==> src/dwg_pkg.sv <==
`timescale 1ns / 1ps

package dwg_pkg;

    // configuration port
    localparam int CFG_IDX_W  = 4;
    localparam int CFG_DATA_W = 16;
    localparam int CFG_SIZE_W = 9;
    localparam int COEF_W     = 16;

    localparam logic [CFG_IDX_W-1:0] CFG_IDX_ROWS = 4'd0;
    localparam logic [CFG_IDX_W-1:0] CFG_IDX_COLS = 4'd1;
    localparam logic [CFG_IDX_W-1:0] CFG_IDX_KEEP = 4'd2;
    localparam logic [CFG_IDX_W-1:0] CFG_IDX_GAIN = 4'd3;

    localparam logic [CFG_SIZE_W-1:0] ROWS_RESET = 9'd200;
    localparam logic [CFG_SIZE_W-1:0] COLS_RESET = 9'd200;
    localparam logic [COEF_W-1:0]     KEEP_RESET = 16'd32440;
    localparam logic [COEF_W-1:0]     GAIN_RESET = 16'd16056;

    localparam int MIN_SIZE = 3;

    // result index fields
    localparam int IDX_W = 8;

    // result queue
    localparam int FIFO_DEPTH = 8;
    localparam int FIFO_AW    = 3;

    // Q1.15 rounding
    localparam int FRAC_SHIFT = 15;
    localparam int ROUND_HALF = 16384;

    // per-transaction bookkeeping that rides along with the datapath
    typedef struct packed {
        logic             emit;      // input produces at least one result
        logic             dual;      // last-row input, produces two results
        logic             zero;      // first result lies on the border
        logic             last_col;  // input sits on the last column
        logic [IDX_W-1:0] row;       // row of the input cell
        logic [IDX_W-1:0] col;       // column of the input cell
    } dwg_tag_t;

endpackage

==> src/dwg_stencil_calc.sv <==
`timescale 1ns / 1ps

module dwg_stencil_calc import dwg_pkg::*; #(
    parameter int HEIGHT_BITS = 24
) (
    input  logic                          aclk,
    input  logic                          aresetn,
    input  logic                          accept,
    input  dwg_tag_t                      in_tag,
    input  logic signed [HEIGHT_BITS-1:0] cur_h,
    input  logic signed [HEIGHT_BITS-1:0] above_q,
    input  logic signed [HEIGHT_BITS-1:0] up_q,
    input  logic signed [HEIGHT_BITS-1:0] prev_q,
    input  logic [COEF_W-1:0]             keep_factor,
    input  logic [COEF_W-1:0]             wave_gain,
    output logic                          res_valid,
    output logic signed [HEIGHT_BITS-1:0] res_height,
    output dwg_tag_t                      res_tag,
    output logic [1:0]                    pend_cnt
);

    localparam int TWO_W = HEIGHT_BITS + 2;
    localparam int LAP_W = HEIGHT_BITS + 4;
    localparam int PK_W  = TWO_W + COEF_W + 1;
    localparam int PG_W  = LAP_W + COEF_W + 1;
    localparam int ACC_W = PG_W + 1;
    localparam int SH_W  = ACC_W - FRAC_SHIFT;
    localparam logic signed [ACC_W-1:0] RND = ACC_W'(ROUND_HALF);

    // stage 1: window capture
    logic                          s1_valid_reg;
    dwg_tag_t                      s1_tag_reg;
    logic signed [HEIGHT_BITS-1:0] s1_h_reg, s1_center_reg, s1_left_reg;
    logic signed [HEIGHT_BITS-1:0] win_left_reg;

    // stage 2: sums
    logic                          s2_valid_reg;
    dwg_tag_t                      s2_tag_reg;
    logic signed [TWO_W-1:0]       s2_two_reg, two_next;
    logic signed [LAP_W-1:0]       s2_lap_reg, lap_next;

    // stage 3: products
    logic                          s3_valid_reg;
    dwg_tag_t                      s3_tag_reg;
    logic signed [PK_W-1:0]        s3_pk_reg, pk_next;
    logic signed [PG_W-1:0]        s3_pg_reg, pg_next;

    logic signed [COEF_W:0]        keep_s, gain_s;
    logic signed [ACC_W-1:0]       acc;
    logic signed [SH_W-1:0]        sh;
    logic                          fits;

    always_ff @(posedge aclk) begin
        if (!aresetn) begin
            s1_valid_reg <= 1'b0;
            s2_valid_reg <= 1'b0;
            s3_valid_reg <= 1'b0;
        end else begin
            s1_valid_reg <= accept;
            s2_valid_reg <= s1_valid_reg;
            s3_valid_reg <= s2_valid_reg;
        end
    end

    always_ff @(posedge aclk) begin
        if (accept) begin
            s1_tag_reg    <= in_tag;
            s1_h_reg      <= cur_h;
            s1_center_reg <= above_q;
            s1_left_reg   <= win_left_reg;
            win_left_reg  <= above_q;
        end
        s2_tag_reg <= s1_tag_reg;
        s2_two_reg <= two_next;
        s2_lap_reg <= lap_next;
        s3_tag_reg <= s2_tag_reg;
        s3_pk_reg  <= pk_next;
        s3_pg_reg  <= pg_next;
    end

    // above_q now carries the right neighbor
    always_comb begin
        two_next = (TWO_W'(s1_center_reg) <<< 1) - TWO_W'(prev_q);
        lap_next = LAP_W'(up_q) + LAP_W'(s1_h_reg) + LAP_W'(s1_left_reg)
                 + LAP_W'(above_q) - (LAP_W'(s1_center_reg) <<< 2);
    end

    assign keep_s  = $signed({1'b0, keep_factor});
    assign gain_s  = $signed({1'b0, wave_gain});
    assign pk_next = keep_s * s2_two_reg;
    assign pg_next = gain_s * s2_lap_reg;

    always_comb begin
        acc  = ACC_W'(s3_pk_reg) + ACC_W'(s3_pg_reg) + RND;
        sh   = SH_W'(acc >>> FRAC_SHIFT);
        fits = (&sh[SH_W-1:HEIGHT_BITS-1]) | ~(|sh[SH_W-1:HEIGHT_BITS-1]);
        if (s3_tag_reg.zero) begin
            res_height = '0;
        end else if (fits) begin
            res_height = sh[HEIGHT_BITS-1:0];
        end else begin
            res_height = {sh[SH_W-1], {(HEIGHT_BITS-1){~sh[SH_W-1]}}};
        end
    end

    assign res_valid = s3_valid_reg & s3_tag_reg.emit;
    assign res_tag   = s3_tag_reg;
    assign pend_cnt  = 2'(s1_valid_reg & s1_tag_reg.emit)
                     + 2'(s2_valid_reg & s2_tag_reg.emit)
                     + 2'(s3_valid_reg & s3_tag_reg.emit);

endmodule

==> config.mk <==
export PLATFORM = sky130hd
export DESIGN_NAME = dwg_stencil_calc
export DESIGN_NICKNAME = d
export VERILOG_FILES = /design/src/dwg_pkg.sv /design/src/dwg_stencil_calc.sv
export SDC_FILE = /design/constraint.sdc
export NUM_CORES = 2
export LEC_CHECK = 0
export ABC_AREA = 0
export ABC_CLOCK_PERIOD_IN_PS = 7100
export BUFFER_PORTS_ARGS = -buffer_cell sky130_fd_sc_hd__buf_4
export CAP_MARGIN = 5
export CORE_UTILIZATION = 55
export CTS_BUF_LIST = sky130_fd_sc_hd__clkbuf_4
export DETAILED_ROUTE_END_ITERATION = 8
export PLACE_DENSITY = 0.84
export SLEW_MARGIN = 20
export SYNTH_ARGS = -nofsm -noshare
export SYNTH_HDL_FRONTEND = slang
export SYNTH_SLANG_ARGS = --single-unit
export TNS_END_PERCENT = 1
==> constraint.sdc <==
create_clock -name aclk -period 7.1 [get_ports aclk]
set_clock_uncertainty 0.15 [all_clocks]
set_input_delay 1.065 -clock aclk [delete_from_list [all_inputs] [get_ports aclk]]
set_output_delay 1.065 -clock aclk [all_outputs]
set_load 0.02 [all_outputs]
==> metrics.md <==
| Metric | Value |
|---|---|
| Run status | finished clean |
| Most utilized layer in the global route result | met2 |
| Register clock-pin slew on the reported worst setup and hold paths | ~0.08 ns |
| Worst path bufs/invs | 4 |
| Transition time at the pin with the least slew margin | roughly 1.2 ns |
| CP Cell Sequence | nand2_1 > fa_1 > fa_1 > fa_1 > inv_1 > fa_1 > fa_1 > inv_1 > fa_1 > inv_1 > ha_1 > a21o_1 > or3_1 > a311o_1 > nand2_1 > o211ai_1 > a21oi_1 > buf_4 > o21ai_0 > xnor2_1 |
| Number of flip-flops in the largest register | 45 |
| Main area contributors after synthesis | sky130_fd_sc_hd__fa_1 (41%), sky130_fd_sc_hd__ha_1 (10%), sky130_fd_sc_hd__inv_1 (9.9%) |
| Family with the most delay on the worst path | adder cells |
| Avg Vias per Cell | between 5 and 6 |
| Global-route met3 utilization | under 10% |
| Class of the worst hold path | flip-flop to flip-flop |
| Max Transition Viols Final | 0 |
| Number of H-tree branching levels | 3 |
| Area delta synth->final | 10.5% |
| Grt ovf | 0 |
| Final hold violation count | 0 |
| Setup violations, final | 0 |
| Clock Latency Late Sink | around 0.84 ns |
| First-iteration detailed-routing DRC count | between 2,000 and 2,500 |
| Setup TNS | 0 ns |
| Critical path peak fanout | 16 |
| FMAX | around 150 MHz |
| Crit-path max cell delay | about 0.82 ns |
| Number of antenna violations at the first check in global routing | 10 |
| Top cell types by occurrence after synthesis | sky130_fd_sc_hd__inv_1 (1,173), sky130_fd_sc_hd__fa_1 (917), sky130_fd_sc_hd__nand2_1 (565) |
| Detailed Routing Iterations Pass 1 | 5 |
| Post-Syn Area per Cell | 9.50 sq um |
| Die boundary width | ~290 microns |
| Setup WS post-layout | 0.298 ns |
| Yosys Warn Count | 0 |
| Critical Path Slowest Stage Cell | sky130_fd_sc_hd__dfxtp_1 |
| Unrepaired setup endpoints after global routing | false |
| Placer congestion estimate | just over 0.9 |
| HPWL Detailed | ~91 mm |
| Final critical path time including I/O delays and setup | 6.80 ns |
| NumNets Final | about 6,400 |
| Standard-cell row count | roughly 100 |
| Die height | ~290 microns |
| Routed via count | approximately 33,000 |
| Worst min-delay path startpoint | s2_tag_reg[10] |
| Share of synthesized area occupied by flip-flops and latches | around 15% |
| Die footprint | 0.0819 sq mm |
| Post-synth top area cell | sky130_fd_sc_hd__fa_1 |
| Remaining max-slew budget at the tightest pin | roughly 21% |
| Routed WL per cell | ~18 microns |
| Data required, critical path | approximately 7.7 ns |
| Area inside the core boundary | roughly 0.079 sq mm |
| Post-synthesis cell count | between 4,000 and 5,000 |
| Final period util | between 90% and 100% |
| Count of flip-flops with a built-in enable after synthesis | 92 |
| Worst r2r src | s2_two_reg[17] |
| Proportion of register bits with asynchronous set or reset after synthesis | 0% |
| Inst Count DP | roughly 6,000 |
| CP startpoint | s2_two_reg[17] |
| Post-synthesis instance area | between 0.04 and 0.05 sq mm |
| CTS buffer count | 70 |
| Placed cell area | 0.0481 sq mm |
| Fraction of final layout cells sized beyond drive strength 1 | about 11% |
| Element type at the critical path end | flip-flop |
| Fill cells | approximately 6,300 |
| Worst Path Class, Setup | flip-flop to flip-flop |
| Root buffer selected by CTS | sky130_fd_sc_hd__clkbuf_4 |
| Clock sink total | roughly 280 |
| Number of setup buffers added after CTS | 0 |
| Area of combinational cells with multiple inputs | between 0.03 and 0.04 sq mm |
| Met2 capacity usage during global routing | approximately 47% |
| Remaining routing DRC violations | 0 |
| Cts-stage hold buffer count | 0 |
| DRT Wirelength | between 100 and 150 mm |
| Met1 Use GR | about 34% |
| Cell Count, Final, Fillers Out | roughly 6,100 |
| Maximum clock path buffer count | 3 |
| Wire length of the first global-routing pass | approximately 180 mm |
| Flip-flop and latch count after synthesis | about 280 |
| Number of buffer cells added on primary ports | 197 |
| Number of nets still failing antenna checks after routing | 0 |
| Area taken by flip-flops and latches | roughly 0.0065 sq mm |
| Worst slack, placed | -0.330 ns |
| Library cells used by synthesis | between 70 and 80 |
| CTS tree | built |
| Yosys top cell area share | about 41% |
| Max Cap Violations | 0 |
| Most numerous cell in the Yosys netlist | sky130_fd_sc_hd__inv_1 |
| Cell type with the highest occurrence count on the critical path | sky130_fd_sc_hd__fa_1 |
| Total routing resource utilization after global routing | approximately 28% |
| Synth Net Count | 6,094 |
| Initial cell density of the core | 55.9% |
| Maximum number of pins on one net before global-route repair | 74 |
| Launching element type of the critical path | flip-flop |
| Cell area after layout | approximately 0.049 sq mm |
| Vias in the first global route | ~36,000 |
| Worst EP arrival | 7.35 ns |
| Post-synth top flop | sky130_fd_sc_hd__dfxtp_1 |
| Top-Level Pins | 198 |
## area by class of cell
cell class / count / share of cell area (%)
diodes: 6 / 0.0306
clock buffers: 102 / 1.56
clock inverters: 23 / 0.352
inverters: 1173 / 8.97
multi-input cells: 3072 / 67.1
flip-flops and latches: 277 / 13.2
well taps: 1050 / 2.68
repair buffers: 387 / 6.05
## stage by stage
| step | util (%) | hold WS [ns] |
|---|---|---|
| final | 61.8 | 0.172 |
| after global routing | 61.8 | 0.183 |
| after CTS | 61.8 | 0.170 |
| after detailed placement | 60.6 | 0.162 |
| after global placement | 60.6 | 0.160 |
| after floorplan | - | 0.160 |
## placed cells by master, fill, tap and decap left out, types with 17 or more instances in the layout
| master | synthesis | routed |
|---|---|---|
| sky130_fd_sc_hd__a31oi_1 | 17 | 17 |
| sky130_fd_sc_hd__clkbuf_4 | 0 | 102 |
| sky130_fd_sc_hd__nand2b_1 | 18 | 18 |
| sky130_fd_sc_hd__xnor2_1 | 114 | 114 |
| sky130_fd_sc_hd__o21a_1 | 27 | 27 |
| sky130_fd_sc_hd__o21ai_1 | 16 | 17 |
| sky130_fd_sc_hd__buf_4 | 2 | 382 |
| sky130_fd_sc_hd__o21bai_1 | 26 | 26 |
| sky130_fd_sc_hd__ha_1 | 354 | 354 |
| sky130_fd_sc_hd__o21ai_0 | 54 | 53 |
| sky130_fd_sc_hd__inv_1 | 1173 | 1173 |
| sky130_fd_sc_hd__a21oi_1 | 142 | 142 |
| sky130_fd_sc_hd__and2_1 | 373 | 373 |
| sky130_fd_sc_hd__dfxtp_1 | 185 | 169 |
| sky130_fd_sc_hd__edfxtp_1 | 92 | 92 |
| sky130_fd_sc_hd__nand2_1 | 565 | 565 |
| sky130_fd_sc_hd__a21o_1 | 44 | 44 |
| sky130_fd_sc_hd__nand3_1 | 38 | 38 |
| sky130_fd_sc_hd__fa_1 | 917 | 917 |
| sky130_fd_sc_hd__xor2_1 | 37 | 37 |
| sky130_fd_sc_hd__nor2_1 | 84 | 84 |
| sky130_fd_sc_hd__nor3_1 | 37 | 37 |
## kinds of logic (layout without fill, tap and decap cells)
kind of cell / after synthesis / after routing / synth area share (%)
simple gates: 1198 / 1198 / 13.1
buf+inv: 1323 / 1685 / 11.2
compound gates: 446 / 446 / 6.64
other cells: 0 / 6 / 0
mux: 6 / 6 / 0.138
flops: 277 / 277 / 14.6
xor+xnor: 151 / 151 / 2.98
fa+ha+maj: 1271 / 1271 / 51.3
## repair_timing
item / in CTS / in global routing
resized for setup: 0 / 17
setup endpoints to repair: 0 / 14
endpoints found under the hold margin: 0 / 0
## metal layers
layer	vias to the layer above	part of all wire [%]
li1	14700	-
met1	16600	38
met2	1215	50
met3	296	8.5
met4	8	3.8
met5	-	0.050
## worst paths after layout
check / end / slack [ns] / cells past startpoint
worst max-delay path: s3_pk_reg[41] / 0.30 / 20
worst min-delay path: res_tag[10] / 0.17 / 0
worst max register to register: s3_pk_reg[41] / 0.30 / 20
worst min register to register: res_tag[10] / 0.17 / 0
Power is left out: the tool's default activity adds up to more than one toggle a clock period on the data nets, which glitch-free logic cannot reach.
