**config.mk**
```make
export PLATFORM = sky130hd
export DESIGN_NAME = dwg_result_fifo
export DESIGN_NICKNAME = d
export VERILOG_FILES = /design/src/dwg_pkg.sv /design/src/dwg_result_fifo.sv
export SDC_FILE = /design/constraint.sdc
export NUM_CORES = 1
export LEC_CHECK = 0
export BUFFER_PORTS_ARGS = -buffer_cell sky130_fd_sc_hd__buf_4
export CORE_ASPECT_RATIO = 1.25
export CORE_MARGIN = 2
export CORE_UTILIZATION = 30
export CTS_BUF_LIST = sky130_fd_sc_hd__clkbuf_4 sky130_fd_sc_hd__clkbuf_8
export CTS_CLUSTER_DIAMETER = 80
export DETAILED_ROUTE_END_ITERATION = 8
export SLEW_MARGIN = 20
export SYNTH_ARGS = -nofsm -noshare
export SYNTH_HDL_FRONTEND = slang
export SYNTH_SLANG_ARGS = --single-unit
```
**constraint.sdc**
```tcl
create_clock -name aclk -period 3.9 [get_ports aclk]
set_input_delay 0.78 -clock aclk [delete_from_list [all_inputs] [get_ports aclk]]
set_output_delay 0.78 -clock aclk [all_outputs]
set_load 0.1 [all_outputs]
```
**src/dwg_pkg.sv**
```systemverilog
`timescale 1ns / 1ps

package dwg_pkg;

    // configuration port
    localparam int CFG_IDX_W  = 4;
    localparam int CFG_DATA_W = 16;
    localparam int CFG_SIZE_W = 9;
    localparam int COEF_W     = 16;

    localparam logic [CFG_IDX_W-1:0] CFG_IDX_ROWS = 4'd0;
    localparam logic [CFG_IDX_W-1:0] CFG_IDX_COLS = 4'd1;
    localparam logic [CFG_IDX_W-1:0] CFG_IDX_KEEP = 4'd2;
    localparam logic [CFG_IDX_W-1:0] CFG_IDX_GAIN = 4'd3;

    localparam logic [CFG_SIZE_W-1:0] ROWS_RESET = 9'd200;
    localparam logic [CFG_SIZE_W-1:0] COLS_RESET = 9'd200;
    localparam logic [COEF_W-1:0]     KEEP_RESET = 16'd32440;
    localparam logic [COEF_W-1:0]     GAIN_RESET = 16'd16056;

    localparam int MIN_SIZE = 3;

    // result index fields
    localparam int IDX_W = 8;

    // result queue
    localparam int FIFO_DEPTH = 8;
    localparam int FIFO_AW    = 3;

    // Q1.15 rounding
    localparam int FRAC_SHIFT = 15;
    localparam int ROUND_HALF = 16384;

    // per-transaction bookkeeping that rides along with the datapath
    typedef struct packed {
        logic             emit;      // input produces at least one result
        logic             dual;      // last-row input, produces two results
        logic             zero;      // first result lies on the border
        logic             last_col;  // input sits on the last column
        logic [IDX_W-1:0] row;       // row of the input cell
        logic [IDX_W-1:0] col;       // column of the input cell
    } dwg_tag_t;

endpackage

```
**src/dwg_result_fifo.sv**
```systemverilog
`timescale 1ns / 1ps

module dwg_result_fifo import dwg_pkg::*; #(
    parameter int HEIGHT_BITS = 24
) (
    input  logic                          aclk,
    input  logic                          aresetn,
    input  logic                          push,
    input  logic signed [HEIGHT_BITS-1:0] push_height,
    input  dwg_tag_t                      push_tag,
    output logic [FIFO_AW:0]              fill,
    output logic                          m_valid,
    input  logic                          m_ready,
    output logic signed [HEIGHT_BITS-1:0] m_next_height,
    output logic [IDX_W-1:0]              m_out_row,
    output logic [IDX_W-1:0]              m_out_col,
    output logic                          m_run_last,
    output logic                          m_frame_done
);

    logic signed [HEIGHT_BITS-1:0] height_mem [FIFO_DEPTH];
    dwg_tag_t                      tag_mem    [FIFO_DEPTH];

    logic [FIFO_AW-1:0] wr_ptr_reg, rd_ptr_reg;
    logic [FIFO_AW:0]   cnt_reg;
    logic               phase_reg;
    dwg_tag_t           head;
    logic               xfer, pop;

    assign head    = tag_mem[rd_ptr_reg];
    assign m_valid = (cnt_reg != '0);
    assign xfer    = m_valid & m_ready;
    assign pop     = xfer & (~head.dual | phase_reg);
    assign fill    = cnt_reg;

    always_ff @(posedge aclk) begin
        if (push) begin
            height_mem[wr_ptr_reg] <= push_height;
            tag_mem[wr_ptr_reg]    <= push_tag;
        end
    end

    always_ff @(posedge aclk) begin
        if (!aresetn) begin
            wr_ptr_reg <= '0;
            rd_ptr_reg <= '0;
            cnt_reg    <= '0;
            phase_reg  <= 1'b0;
        end else begin
            if (push) begin
                wr_ptr_reg <= wr_ptr_reg + 1'b1;
            end
            if (pop) begin
                rd_ptr_reg <= rd_ptr_reg + 1'b1;
            end
            cnt_reg <= cnt_reg + (FIFO_AW+1)'(push) - (FIFO_AW+1)'(pop);
            if (xfer) begin
                phase_reg <= head.dual & ~phase_reg;
            end
        end
    end

    // a last-row entry unpacks into the cell above, then its own border cell
    always_comb begin
        if (phase_reg) begin
            m_next_height = '0;
            m_out_row     = head.row;
            m_run_last    = 1'b1;
            m_frame_done  = head.last_col;
        end else begin
            m_next_height = height_mem[rd_ptr_reg];
            m_out_row     = head.row - 1'b1;
            m_run_last    = ~head.dual;
            m_frame_done  = 1'b0;
        end
        m_out_col = head.col;
    end

endmodule

```
==> key figures, run 1 <==
Timing
  • Slew HR: 44.1%
  • Fin. Hold Viols: 0
  • Fmax: 0.273 GHz
  • Final Cycle Share: 94.0%
  • Max Transition Viols Final: 0
  • Final setup vio count: 0
  • Min cycle time layout: 3.66 ns
  • Worst-Margin Slew: 0.835 ns
  • RSZ-0062 raised after global routing: no
  • Fin Setup TNS: 0 ns
  • Worst Skew: 0.0359 ns

Routing
  • DRT iter0 DRCs: 435
  • Via count: 6419
  • TritonRoute pass-1 iters: 4
  • Antenna-violating nets left: 0
  • Vias/cell: 4.63
  • DRC: 0
  • Final WL: 28.5 mm
  • Routed len/inst: 20.6 um

Worst hold path
  • WHS Path Cells: 1
  • Hold endpoint: tag_mem[3][4]
  • Worst min-delay path category: input port to flip-flop
  • Worst Min Path Start: push_tag[4]

Run status
  • Status: finished clean

Worst setup path
  • Worst Setup Path Type: flip-flop to output port
  • Crit path arrival time: 2.88 ns
  • Worst reg2reg path depth: 10
  • Launching element type of the critical path: flip-flop
  • Crit Path Max Fanout: 7
  • FF-to-FF End: fill[2]
  • CP endpoint kind: output port
  • Worst Path Required: 3.12 ns
  • Setup slack, reg-to-reg: 1.01 ns

Clocking
  • Register clock-pin slew on the reported worst setup and hold paths: 0.06 ns
  • TritonCTS Sinks: 350
  • H-tree Lvls: 2
  • Clock Tree Buf Depth: 3
  • CTS tree: done
  • Clock root buffer: clkbuf_8
  • Skew-Pair Late Insertion Delay: 0.59 ns
  • Cts-stage hold buffer count: 0
  • Total CTS buffers: 52

Finish
  • Nets@finish: 828
  • Leading cell type in the layout, fill and taps excluded: edfxtp_1
  • Largest register by flop count: height_mem
  • Final Cell Area: 16400 sq um
  • Largest register FFs: 192
  • Finished Layout Cells: 1385
  • Share of cells above drive strength 1: 37.1%
  • Synthesis-to-layout area growth: 19.7%
  • Most frequent cells in the layout: edfxtp_1 (336), buf_4 (98), mux4_2 (82)

Global route
  • Vias in the first global route: 7001
  • First-pass GRT wire length: 42.5 mm
  • Grt total ovfl: 0
  • Largest net degree at the start of global routing: 73
  • Initial antenna violation count: 2
  • Total GRT Usage: 12.0%

Synthesis
  • Area share of fa/ha/maj cells after synthesis: 0.788%
  • Distinct cells, synth: 36
  • Mux cell area share after synthesis: 17.3%
  • Synth warn: 0
  • Post-Syn Instances: 639
  • Post-synthesis sequential area ratio: 75.9%
  • Syn_nets: 695
  • Largest family of logic cells by synthesized area: multiplexers
  • Syn_area_per_cell: 21.4 sq um
  • Synthesized area: 13700 sq um
  • #FFs+latches synth: 350
  • Xor-xnor portion of the synthesized cell area: 0.898%
  • Simple-Gate Fraction of Synth Area: 3.17%
  • Compound-Gate Fraction of Synth Area: 0.623%

Job
  • Max Cap Viol: 0

Placement
  • Post-detail-place hpwl: 16.0 mm
  • Placed instance count: 1293
  • GPL Wtd Cong: 0.699
  • Area after DPL: 15200 sq um
  • PortBufs: 92

Power and ir drop
  • P_leak: 5.16 nW
  • Pwr/cell area: 644 nW/um^2
  • Peak supply drop: 0.475 mV

Die
  • Starting Density: 30.3%
  • Row cnt: 87
  • Die ar.: 47300 sq um
  • Core ar.: 45100 sq um
  • Die height: 243 um
  • Die X-Extent: 195 um
  • I/O pins: 95
==> synth_stat cells <==
master / number / area (sq um)
buf_4: 3 / 22.5
nor3b_2: 1 / 12.5
nor2b_1: 9 / 56.3
dfxtp_1: 14 / 280
mux2_2: 8 / 90.1
inv_1: 5 / 18.8
o311ai_0: 1 / 8.76
nor3_1: 7 / 35.0
buf_6: 2 / 22.5
o21ai_0: 1 / 5.00
nor2_1: 38 / 143
a31oi_1: 1 / 6.26
clkbuf_1: 5 / 18.8
nor4b_1: 1 / 8.76
fa_1: 1 / 20.0
and2_1: 8 / 50.1
buf_2: 20 / 100
a21o_1: 1 / 7.51
nor3b_1: 1 / 7.51
xnor2_1: 6 / 52.6
mux4_2: 82 / 1850
a211oi_1: 1 / 7.51
or3b_2: 1 / 8.76
nand3_1: 3 / 15.0
nand2_1: 10 / 37.5
buf_1: 1 / 3.75
xor2_1: 8 / 70.1
edfxtp_1: 336 / 10100
ha_1: 7 / 87.6
or2_4: 1 / 8.76
a31oi_4: 1 / 21.3
nand2b_1: 6 / 37.5
a21oi_1: 4 / 20.0
nor4_1: 2 / 12.5
mux2i_1: 42 / 420
a2111oi_0: 1 / 8.76
==> how the worst max path moves through the flow <==
stage               from      endpoint  slack, ns  cells past startpoint
2_1_floorplan  flip-flop  m_out_row[7]       0.13                      8
3_3_place_gp   flip-flop  m_out_row[4]       0.45                      7
3_5_place_dp   flip-flop  m_out_row[4]       0.46                      7
4_1_cts        flip-flop  m_out_row[4]      0.003                      7
5_1_grt        flip-flop  m_out_row[6]       0.05                      8
6_report       flip-flop  m_out_row[6]       0.24                      8
==> metrics by stage <==
step	hold WS (ns)	util, %	power [mW]	setup slack (ns)
floorplan	0.495	-	6.93	0.132
global placement	0.523	33.8	7.59	0.453
detailed placement	0.533	33.8	7.61	0.464
CTS	0.357	36.1	10.7	0.00308
global route	0.378	36.3	11.0	0.0479
finish	0.413	36.3	10.5	0.236
==> layout make-up <==
type                            count  area, sq um
Fill cell                        4202        28700
Sequential cell                   350        10400
Multi-Input combinational cell    253         3210
Timing Repair Buffer              110          973
Clock buffer                       68          842
Tap cell                          578          723
Clock inverter                     20          201
Inverter                            5         18.8
Antenna cell                        1         2.50
==> repair_timing <==
action	in CTS	in global routing
endpoints found under the setup margin	4	4
setup buffers	1	1
cloned	0	1
resized for setup	5	3
pin swaps	1	0
==> routing by layer <==
metal  vias to the layer above  global-route usage, %  part of all wire (%)
li1                       2877                      -                     -
met4                         2                   4.22                   2.0
met2                       154                   21.0                    52
met1                      3338                   14.8                    42
met5                         -                      0                 0.039
met3                        48                   2.29                   4.1
==> where the power goes <==
part	switching, mW	leakage (nW)	internal, mW	total (mW)
registers	0.0858	3.17	4.25	4.33
clock network	1.33	0.547	1.67	3.00
logic	2.24	1.45	0.963	3.20
total	3.66	5.16	6.88	10.5
==> worst max-delay path, stage by stage (launching register included) <==
cell and delay [ns]:
dfxtp_4 0.45, mux4_2 0.57, mux2i_2 0.22, ha_1 0.18, nor2b_4 0.19, nand2_1 0.08, nor2_1 0.16, xnor2_2 0.16
buf_6 0.26
==> cells by family after synthesis <==
kind of cell | after synthesis
flops | 350
xor+xnor | 14
compound gates | 11
simple gates | 88
fa+ha+maj | 8
mux | 132
buf+inv | 36
Power figures use the tool's default switching activity.
==> run 2, diff against run 1 <==
--- a/config.mk
+++ b/config.mk
@@ -5,13 +5,12 @@
 export SDC_FILE = /design/constraint.sdc
 export NUM_CORES = 1
 export LEC_CHECK = 0
-export BUFFER_PORTS_ARGS = -buffer_cell sky130_fd_sc_hd__buf_4
 export CORE_ASPECT_RATIO = 1.25
-export CORE_MARGIN = 2
 export CORE_UTILIZATION = 30
 export CTS_BUF_LIST = sky130_fd_sc_hd__clkbuf_4 sky130_fd_sc_hd__clkbuf_8
 export CTS_CLUSTER_DIAMETER = 80
 export DETAILED_ROUTE_END_ITERATION = 8
+export DONT_BUFFER_PORTS = 1
 export SLEW_MARGIN = 20
 export SYNTH_ARGS = -nofsm -noshare
 export SYNTH_HDL_FRONTEND = slang
==> run 2 against run 1 <==
The run now ends with design-rule violations left. Count of clock-buffer cells in the layout grew 9. First-iteration DRC count is 36% lower. Maximum frequency increased by 0.98%. Via count shrank 2.0%. Die area decreased by 1.8%. Clock skew decreased by 0.010 ns. Global-route usage grew 0.83 points. Hold slack worse by 0.18 ns. Sequential power is essentially flat. Critical path depth is the same. Total power up 0.23%. Critical path type unchanged. Critical endpoint unchanged.
==> key figures, run 2 (synthesis gave the netlist of run 1 again) <==
Power and ir drop
  • Gate power share: 30.7% (was 30.4%)
  • Peak supply drop: 0.716 mV (was 0.475 mV)
  • Pwr/cell area: 655 nW/um^2 (was 644 nW/um^2)
  • Sequential power share: 40.8% (was 41.1%)
  • P_leak: 4.96 nW (was 5.16 nW)
  • Switching part of the total power: 35.1% (was 34.7%)
  • Switching power: 3.71 mW (was 3.66 mW)
  • Clock group share of total power: 28.4% (was 28.5%)
  • Pint: 6.85 mW (was 6.88 mW)

Finish
  • Largest register FFs: 192 (unchanged)
  • Largest register by flop count: height_mem (unchanged)
  • Fill cells: 4224 (was 4202)
  • Final Cell Area: 16100 sq um (was 16400 sq um)
  • Most frequent cells in the layout: edfxtp_1 (336), mux4_2 (82), clkbuf_8 (56) (was edfxtp_1 (336), buf_4 (98), mux4_2 (82))
  • Nets@finish: 781 (was 828)
  • Synthesis-to-layout area growth: 17.9% (was 19.7%)
  • Share of cells above drive strength 1: 37.6% (was 37.1%)
  • Leading cell type in the layout, fill and taps excluded: edfxtp_1 (unchanged)

Clocking
  • CTS tree: done (unchanged)
  • Total CTS buffers: 56 (was 52)
  • Skew-Pair Late Insertion Delay: 0.62 ns (was 0.59 ns)
  • Clock root buffer: clkbuf_8 (unchanged)
  • Register clock-pin slew on the reported worst setup and hold paths: 0.07 ns (was 0.06 ns)
  • H-tree Lvls: 2 (unchanged)
  • TritonCTS Sinks: 350 (unchanged)
  • Clock Tree Buf Depth: 3 (unchanged)

Worst hold path
  • WHS Path Cells: 0 (was 1)
  • Worst min-delay path category: input port to flip-flop (unchanged)
  • Worst Min Path Start: push_tag[0] (was push_tag[4])

Routing
  • DRC: 10 (was 0)
  • Via count: 6290 (was 6419)
  • Routed len/inst: 21.6 um (was 20.6 um)
  • TritonRoute pass-1 iters: 7 (was 4)
  • Antenna-violating nets left: 0 (unchanged)
  • Vias/cell: 4.68 (was 4.63)
  • Final WL: 29.0 mm (was 28.5 mm)
  • DRT iter0 DRCs: 279 (was 435)

Run status
  • Status: finished with violations (was finished clean)
  • Violated checks: design-rule violations

Worst setup path
  • Worst reg2reg path depth: 9 (was 10)
  • Setup slack, reg-to-reg: 0.92 ns (was 1.01 ns)
  • Worst Setup Path Type: flip-flop to output port (unchanged)
  • Launching element type of the critical path: flip-flop (unchanged)
  • Crit Path Max Fanout: 6 (was 7)
  • Crit path arrival time: 2.85 ns (was 2.88 ns)
  • CP endpoint kind: output port (unchanged)
  • Worst Path Required: 3.12 ns (about the same)

Die
  • Starting Density: 30.3% (unchanged)
  • Die X-Extent: 193 um (was 195 um)
  • Row cnt: 87 (unchanged)
  • I/O pins: 95 (unchanged)
  • Core ar.: 45100 sq um (unchanged)
  • Die height: 241 um (was 243 um)
  • Die ar.: 46400 sq um (was 47300 sq um)

Timing
  • Hold_ws: 0.235 ns (was 0.413 ns)
  • Final setup vio count: 0 (unchanged)
  • Final Cycle Share: 93.1% (was 94.0%)
  • Worst Skew: 0.0259 ns (was 0.0359 ns)
  • Slew HR: 45.5% (was 44.1%)
  • RSZ-0062 raised after global routing: no (unchanged)
  • Worst-Margin Slew: 0.818 ns (was 0.835 ns)
  • Max Transition Viols Final: 0 (unchanged)
  • Min cycle time layout: 3.63 ns (was 3.66 ns)
  • Setup ws final: 0.271 ns (was 0.236 ns)
  • Fmax: 0.276 GHz (was 0.273 GHz)
  • Fin. Hold Viols: 0 (unchanged)
  • Fin Setup TNS: 0 ns (unchanged)

Global route
  • Initial antenna violation count: 2 (unchanged)
  • Total GRT Usage: 12.8% (was 12.0%)
  • First-pass GRT wire length: 42.7 mm (was 42.5 mm)
  • Vias in the first global route: 6924 (was 7001)
  • Largest net degree at the start of global routing: 45 (was 73)
  • Grt total ovfl: 0 (unchanged)

Placement
  • GPL Wtd Cong: 0.712 (was 0.699)
  • Area after DPL: 15000 sq um (was 15200 sq um)
  • PortBufs: 0 (was 92)
  • Setup WS pre-CTS: 0.550 ns (was 0.464 ns)
  • Post-detail-place hpwl: 15.9 mm (was 16.0 mm)

Job
  • Max Cap Viol: 0 (unchanged)
-- run 2: cell type report --
cell class                      instances  area (sq um)  share of cell area [%]
Antenna cell                            1          2.50                  0.0155
Clock buffer                           77           928                    5.76
Clock inverter                         21           134                   0.831
Inverter                                5          18.8                   0.117
Multi-Input combinational cell        253          3320                    20.6
Sequential cell                       350         10400                    64.5
Tap cell                              578           723                    4.49
Timing Repair Buffer                   59           602                    3.74
-- run 2: repair_timing --
item	in CTS	in global routing
setup buffers	1	1
hold buffers	0	0
setup endpoints to repair	4	4
pin swaps	0	1
endpoints found under the hold margin	0	0
gates resized for setup	4	6
-- run 2: worst max-delay path: stages, from the launching register on --
cell     delay [ns]
dfxtp_4        0.42
mux4_2         0.55
mux2i_2        0.25
ha_1           0.20
nor2b_4        0.18
nand2_1        0.08
nor2_1         0.16
xnor2_2        0.17
buf_12         0.21
-- run 2: power by group through the flow --
stage	clock network (mW)	registers [mW]	logic (mW)
4_1_cts	3.12	4.32	3.29
2_1_floorplan	0	4.47	2.46
6_report	3.00	4.31	3.24
3_5_place_dp	0	4.39	3.27
5_1_grt	3.26	4.32	3.42
3_3_place_gp	0	4.39	3.26
-- run 2: final timing paths --
check | endpoint
max reg2reg | fill[2]
min | tag_mem[0][0]
max | m_out_row[6]
min reg2reg | flip-flop
-- run 2: per-layer routing --
metal	up-vias	track usage [%]	share of wire (%)
met1	3321	14.5	39
met3	45	3.27	5.7
li1	2781	-	-
met4	0	5.20	2.2
met5	-	0	0
met2	143	22.9	53
-- run 2: stage by stage --
stage / util (%) / std cells / power, mW
after floorplan: - / 639 / 6.93
after global placement: 33.2 / 1243 / 7.65
after detailed placement: 33.2 / 1243 / 7.67
after CTS: 35.7 / 1342 / 10.7
after global routing: 35.7 / 1344 / 11.0
final: 35.7 / 1344 / 10.6
==> run 3, diff against run 2 <==
--- a/config.mk
+++ b/config.mk
@@ -6,11 +6,14 @@
 export NUM_CORES = 1
 export LEC_CHECK = 0
 export CORE_ASPECT_RATIO = 1.25
+export CORE_MARGIN = 3
 export CORE_UTILIZATION = 30
 export CTS_BUF_LIST = sky130_fd_sc_hd__clkbuf_4 sky130_fd_sc_hd__clkbuf_8
 export CTS_CLUSTER_DIAMETER = 80
 export DETAILED_ROUTE_END_ITERATION = 8
 export DONT_BUFFER_PORTS = 1
+export HOLD_SLACK_MARGIN = 0.12
+export PLACE_DENSITY = 0.44
 export SLEW_MARGIN = 20
 export SYNTH_ARGS = -nofsm -noshare
 export SYNTH_HDL_FRONTEND = slang
==> run 3 against run 2 <==
The flow now finishes without violations. First-iteration DRC count grew 22%. Critical path depth is 1 lower. Clock skew rose by 0.013 ns. Flip-flop and latch count unchanged. Count of clock-buffer cells in the layout shrank 3. Via count about the same. Sequential share of layout area down 0.45 points. Register-to-register slack worse by 0.06 ns. Die area grew 3.8%. Cell area grew 0.70%. Non-clock buffer count rose by 5. Combinational power hardly changed. Critical path type unchanged. Critical endpoint is now m_out_row[7]. Largest power group unchanged.
==> key figures, run 3 (synthesis gave the netlist of run 1 again) <==
Worst setup path
  • Crit path cell chain: buf_8 > mux4_2 > mux2i_1 > nand3_1 > nor3b_2 > xnor2_2 > buf_4 (was mux4_2 > mux2i_2 > ha_1 > nor2b_4 > nand2_1 > nor2_1 > xnor2_2 > buf_12)
  • Slowest stage delay, CP: 0.44 ns (was 0.55 ns)
  • Worst path slowest cell: dfxtp_4 (was mux4_2)
  • Worst reg2reg path depth: 10 (was 9)
  • Launching element type of the critical path: flip-flop (unchanged)
  • Worst Path Required: 3.12 ns (about the same)
  • CP endpoint kind: output port (unchanged)
  • Setup slack, reg-to-reg: 0.86 ns (was 0.92 ns)
  • FF-to-FF End: fill[2] (unchanged)
  • Crit path arrival time: 2.94 ns (was 2.85 ns)
  • Worst Setup Path Type: flip-flop to output port (unchanged)
  • Crit Path Max Fanout: 29 (was 6)

Die
  • Die height: 245 um (was 241 um)
  • Die X-Extent: 197 um (was 193 um)
  • Starting Density: 30.7% (was 30.3%)
  • Row cnt: 86 (was 87)
  • Die ar.: 48200 sq um (was 46400 sq um)
  • I/O pins: 95 (unchanged)
  • Core ar.: 44500 sq um (was 45100 sq um)

Timing
  • RSZ-0062 raised after global routing: no (unchanged)
  • Max Transition Viols Final: 0 (unchanged)
  • Final Cycle Share: 95.4% (was 93.1%)
  • Worst Skew: 0.0386 ns (was 0.0259 ns)
  • Fmax: 0.269 GHz (was 0.276 GHz)
  • Fin Setup TNS: 0 ns (unchanged)
  • Min cycle time layout: 3.72 ns (was 3.63 ns)
  • Fin. Hold Viols: 0 (unchanged)
  • Worst-Margin Slew: 0.919 ns (was 0.818 ns)
  • Slew HR: 38.6% (was 45.5%)
  • Final setup vio count: 0 (unchanged)

Finish
  • Antenna Cells: 0 (was 1)
  • Most frequent cells in the layout: edfxtp_1 (336), mux4_2 (82), clkbuf_8 (55) (was edfxtp_1 (336), mux4_2 (82), clkbuf_8 (56))
  • Nets@finish: 784 (was 781)
  • Fill cells: 4146 (was 4224)
  • Largest register by flop count: height_mem (unchanged)
  • Largest register FFs: 192 (unchanged)
  • Synthesis-to-layout area growth: 18.7% (was 17.9%)
  • Finished Layout Cells: 1341 (was 1344)
  • Leading cell type in the layout, fill and taps excluded: edfxtp_1 (unchanged)
  • Share of cells above drive strength 1: 38.4% (was 37.6%)

Clocking
  • Cts-stage hold buffer count: 0 (unchanged)
  • Register clock-pin slew on the reported worst setup and hold paths: 0.06 ns (was 0.07 ns)
  • CTS tree: done (unchanged)
  • H-tree Lvls: 2 (unchanged)
  • Total CTS buffers: 54 (was 56)
  • Clock root buffer: clkbuf_8 (unchanged)
  • TritonCTS Sinks: 350 (unchanged)
  • Clock Tree Buf Depth: 3 (unchanged)
  • Skew-Pair Late Insertion Delay: 0.62 ns (about the same)

Routing
  • Final WL: 31.6 mm (was 29.0 mm)
  • TritonRoute pass-1 iters: 4 (was 7)
  • Via count: 6291 (was 6290)
  • Routed len/inst: 23.6 um (was 21.6 um)
  • Vias/cell: 4.69 (was 4.68)
  • DRT iter0 DRCs: 339 (was 279)
  • Antenna-violating nets left: 0 (unchanged)
  • DRC: 0 (was 10)

Worst hold path
  • Worst Min Path Start: push_tag[0] (unchanged)
  • WHS Path Cells: 0 (unchanged)
  • Worst min-delay path category: input port to flip-flop (unchanged)
  • Hold endpoint: tag_mem[4][0] (was tag_mem[0][0])

Global route
  • Grt total ovfl: 0 (unchanged)
  • Initial antenna violation count: 0 (was 2)
  • First-pass GRT wire length: 45.9 mm (was 42.7 mm)
  • Largest net degree at the start of global routing: 39 (was 45)
  • Vias in the first global route: 6963 (was 6924)
  • Total GRT Usage: 13.2% (was 12.8%)

Job
  • Max Cap Viol: 0 (unchanged)

Placement
  • Post-detail-place hpwl: 17.7 mm (was 15.9 mm)
  • Placed instance count: 1236 (was 1243)
  • GPL Wtd Cong: 0.704 (was 0.712)
  • PortBufs: 0 (unchanged)

Run status
  • Status: finished clean (was finished with violations)

Power and ir drop
  • Pint: 7.06 mW (was 6.85 mW)
  • Peak supply drop: 0.705 mV (was 0.716 mV)
  • Sequential power share: 40.2% (was 40.8%)
  • Pwr/cell area: 664 nW/um^2 (was 655 nW/um^2)
  • Total Power: 10.8 mW (was 10.6 mW)
  • Clock group share of total power: 29.9% (was 28.4%)
  • P_leak: 5.03 nW (was 4.96 nW)
  • Switching part of the total power: 34.5% (was 35.1%)
  • Switching power: 3.72 mW (was 3.71 mW)
  • Gate power share: 30.0% (was 30.7%)
run 3: cell count changes in the layout (fill, tap and decap cells not counted), moves of 2 or more:
cell,delta
bufinv_16,+4
buf_4,+6
clkbuf_4,-2
clkinv_2,+3
clkinv_1,-3
inv_6,-3
run 3: how the worst max path moves through the flow:
| stage | end | cells after the start | slack (ns) |
|---|---|---|---|
| after detailed placement | m_out_row[7] | 7 | 0.37 |
| after CTS | m_out_row[4] | 7 | 0.06 |
| after global placement | m_out_row[7] | 7 | 0.36 |
| after global routing | m_out_row[6] | 8 | 0.003 |
| after floorplan | m_out_row[7] | 8 | 0.13 |
| final | m_out_row[7] | 7 | 0.18 |
run 3: cell type report:
| cell class | count | area [sq um] | share of cell area (%) |
|---|---|---|---|
| clock buffer | 74 | 900 | 5.55 |
| clock inverter | 23 | 251 | 1.55 |
| multi-input combinational | 253 | 3310 | 20.4 |
| timing repair buffer | 64 | 641 | 3.95 |
| tap | 572 | 716 | 4.41 |
| sequential | 350 | 10400 | 64.0 |
| inverter | 5 | 18.8 | 0.116 |
run 3: metrics by stage:
| stage | worst slack, ns | cell area (sq um) | util (%) | hold slack (ns) |
|---|---|---|---|---|
| after floorplan | 0.132 | 13700 | - | 0.495 |
| after global placement | 0.359 | 15000 | 33.6 | 0.517 |
| after detailed placement | 0.366 | 15000 | 33.6 | 0.524 |
| after CTS | 0.0620 | 16200 | 36.3 | 0.190 |
| after global routing | 0.00299 | 16200 | 36.4 | 0.200 |
| final | 0.181 | 16200 | 36.4 | 0.256 |
run 3: metal layers:
metal,vias to the layer above,track usage (%),part of all wire (%),wire length [um]
met4,0,4.45,2.9,903
met2,143,23.9,53,16700
met1,3299,15.1,39,12400
li1,2786,-,-,-
met3,63,3.25,5.1,1620
met5,-,0,0,0
run 3: worst max-delay path, delay by kind of cell, from the launching register on:
| kind | cells | cell delay [ns] |
|---|---|---|
| xor+xnor | 1 | 0.15 |
| buf+inv | 2 | 0.59 |
| flops | 1 | 0.44 |
| mux | 2 | 0.66 |
| simple gates | 2 | 0.46 |
run 3: power groups by stage:
stage          registers (mW)  clock network, mW  logic [mW]
2_1_floorplan            4.47                  0        2.46
3_3_place_gp             4.41                  0        3.23
3_5_place_dp             4.42                  0        3.26
4_1_cts                  4.34               3.33        3.28
5_1_grt                  4.34               3.50        3.40
6_report                 4.33               3.22        3.23
run 3: timing repair:
action	4_1_cts	5_1_grt
setup buffers	2	6
resized for setup	4	3
setup endpoints to repair	3	4
pin swaps	0	1
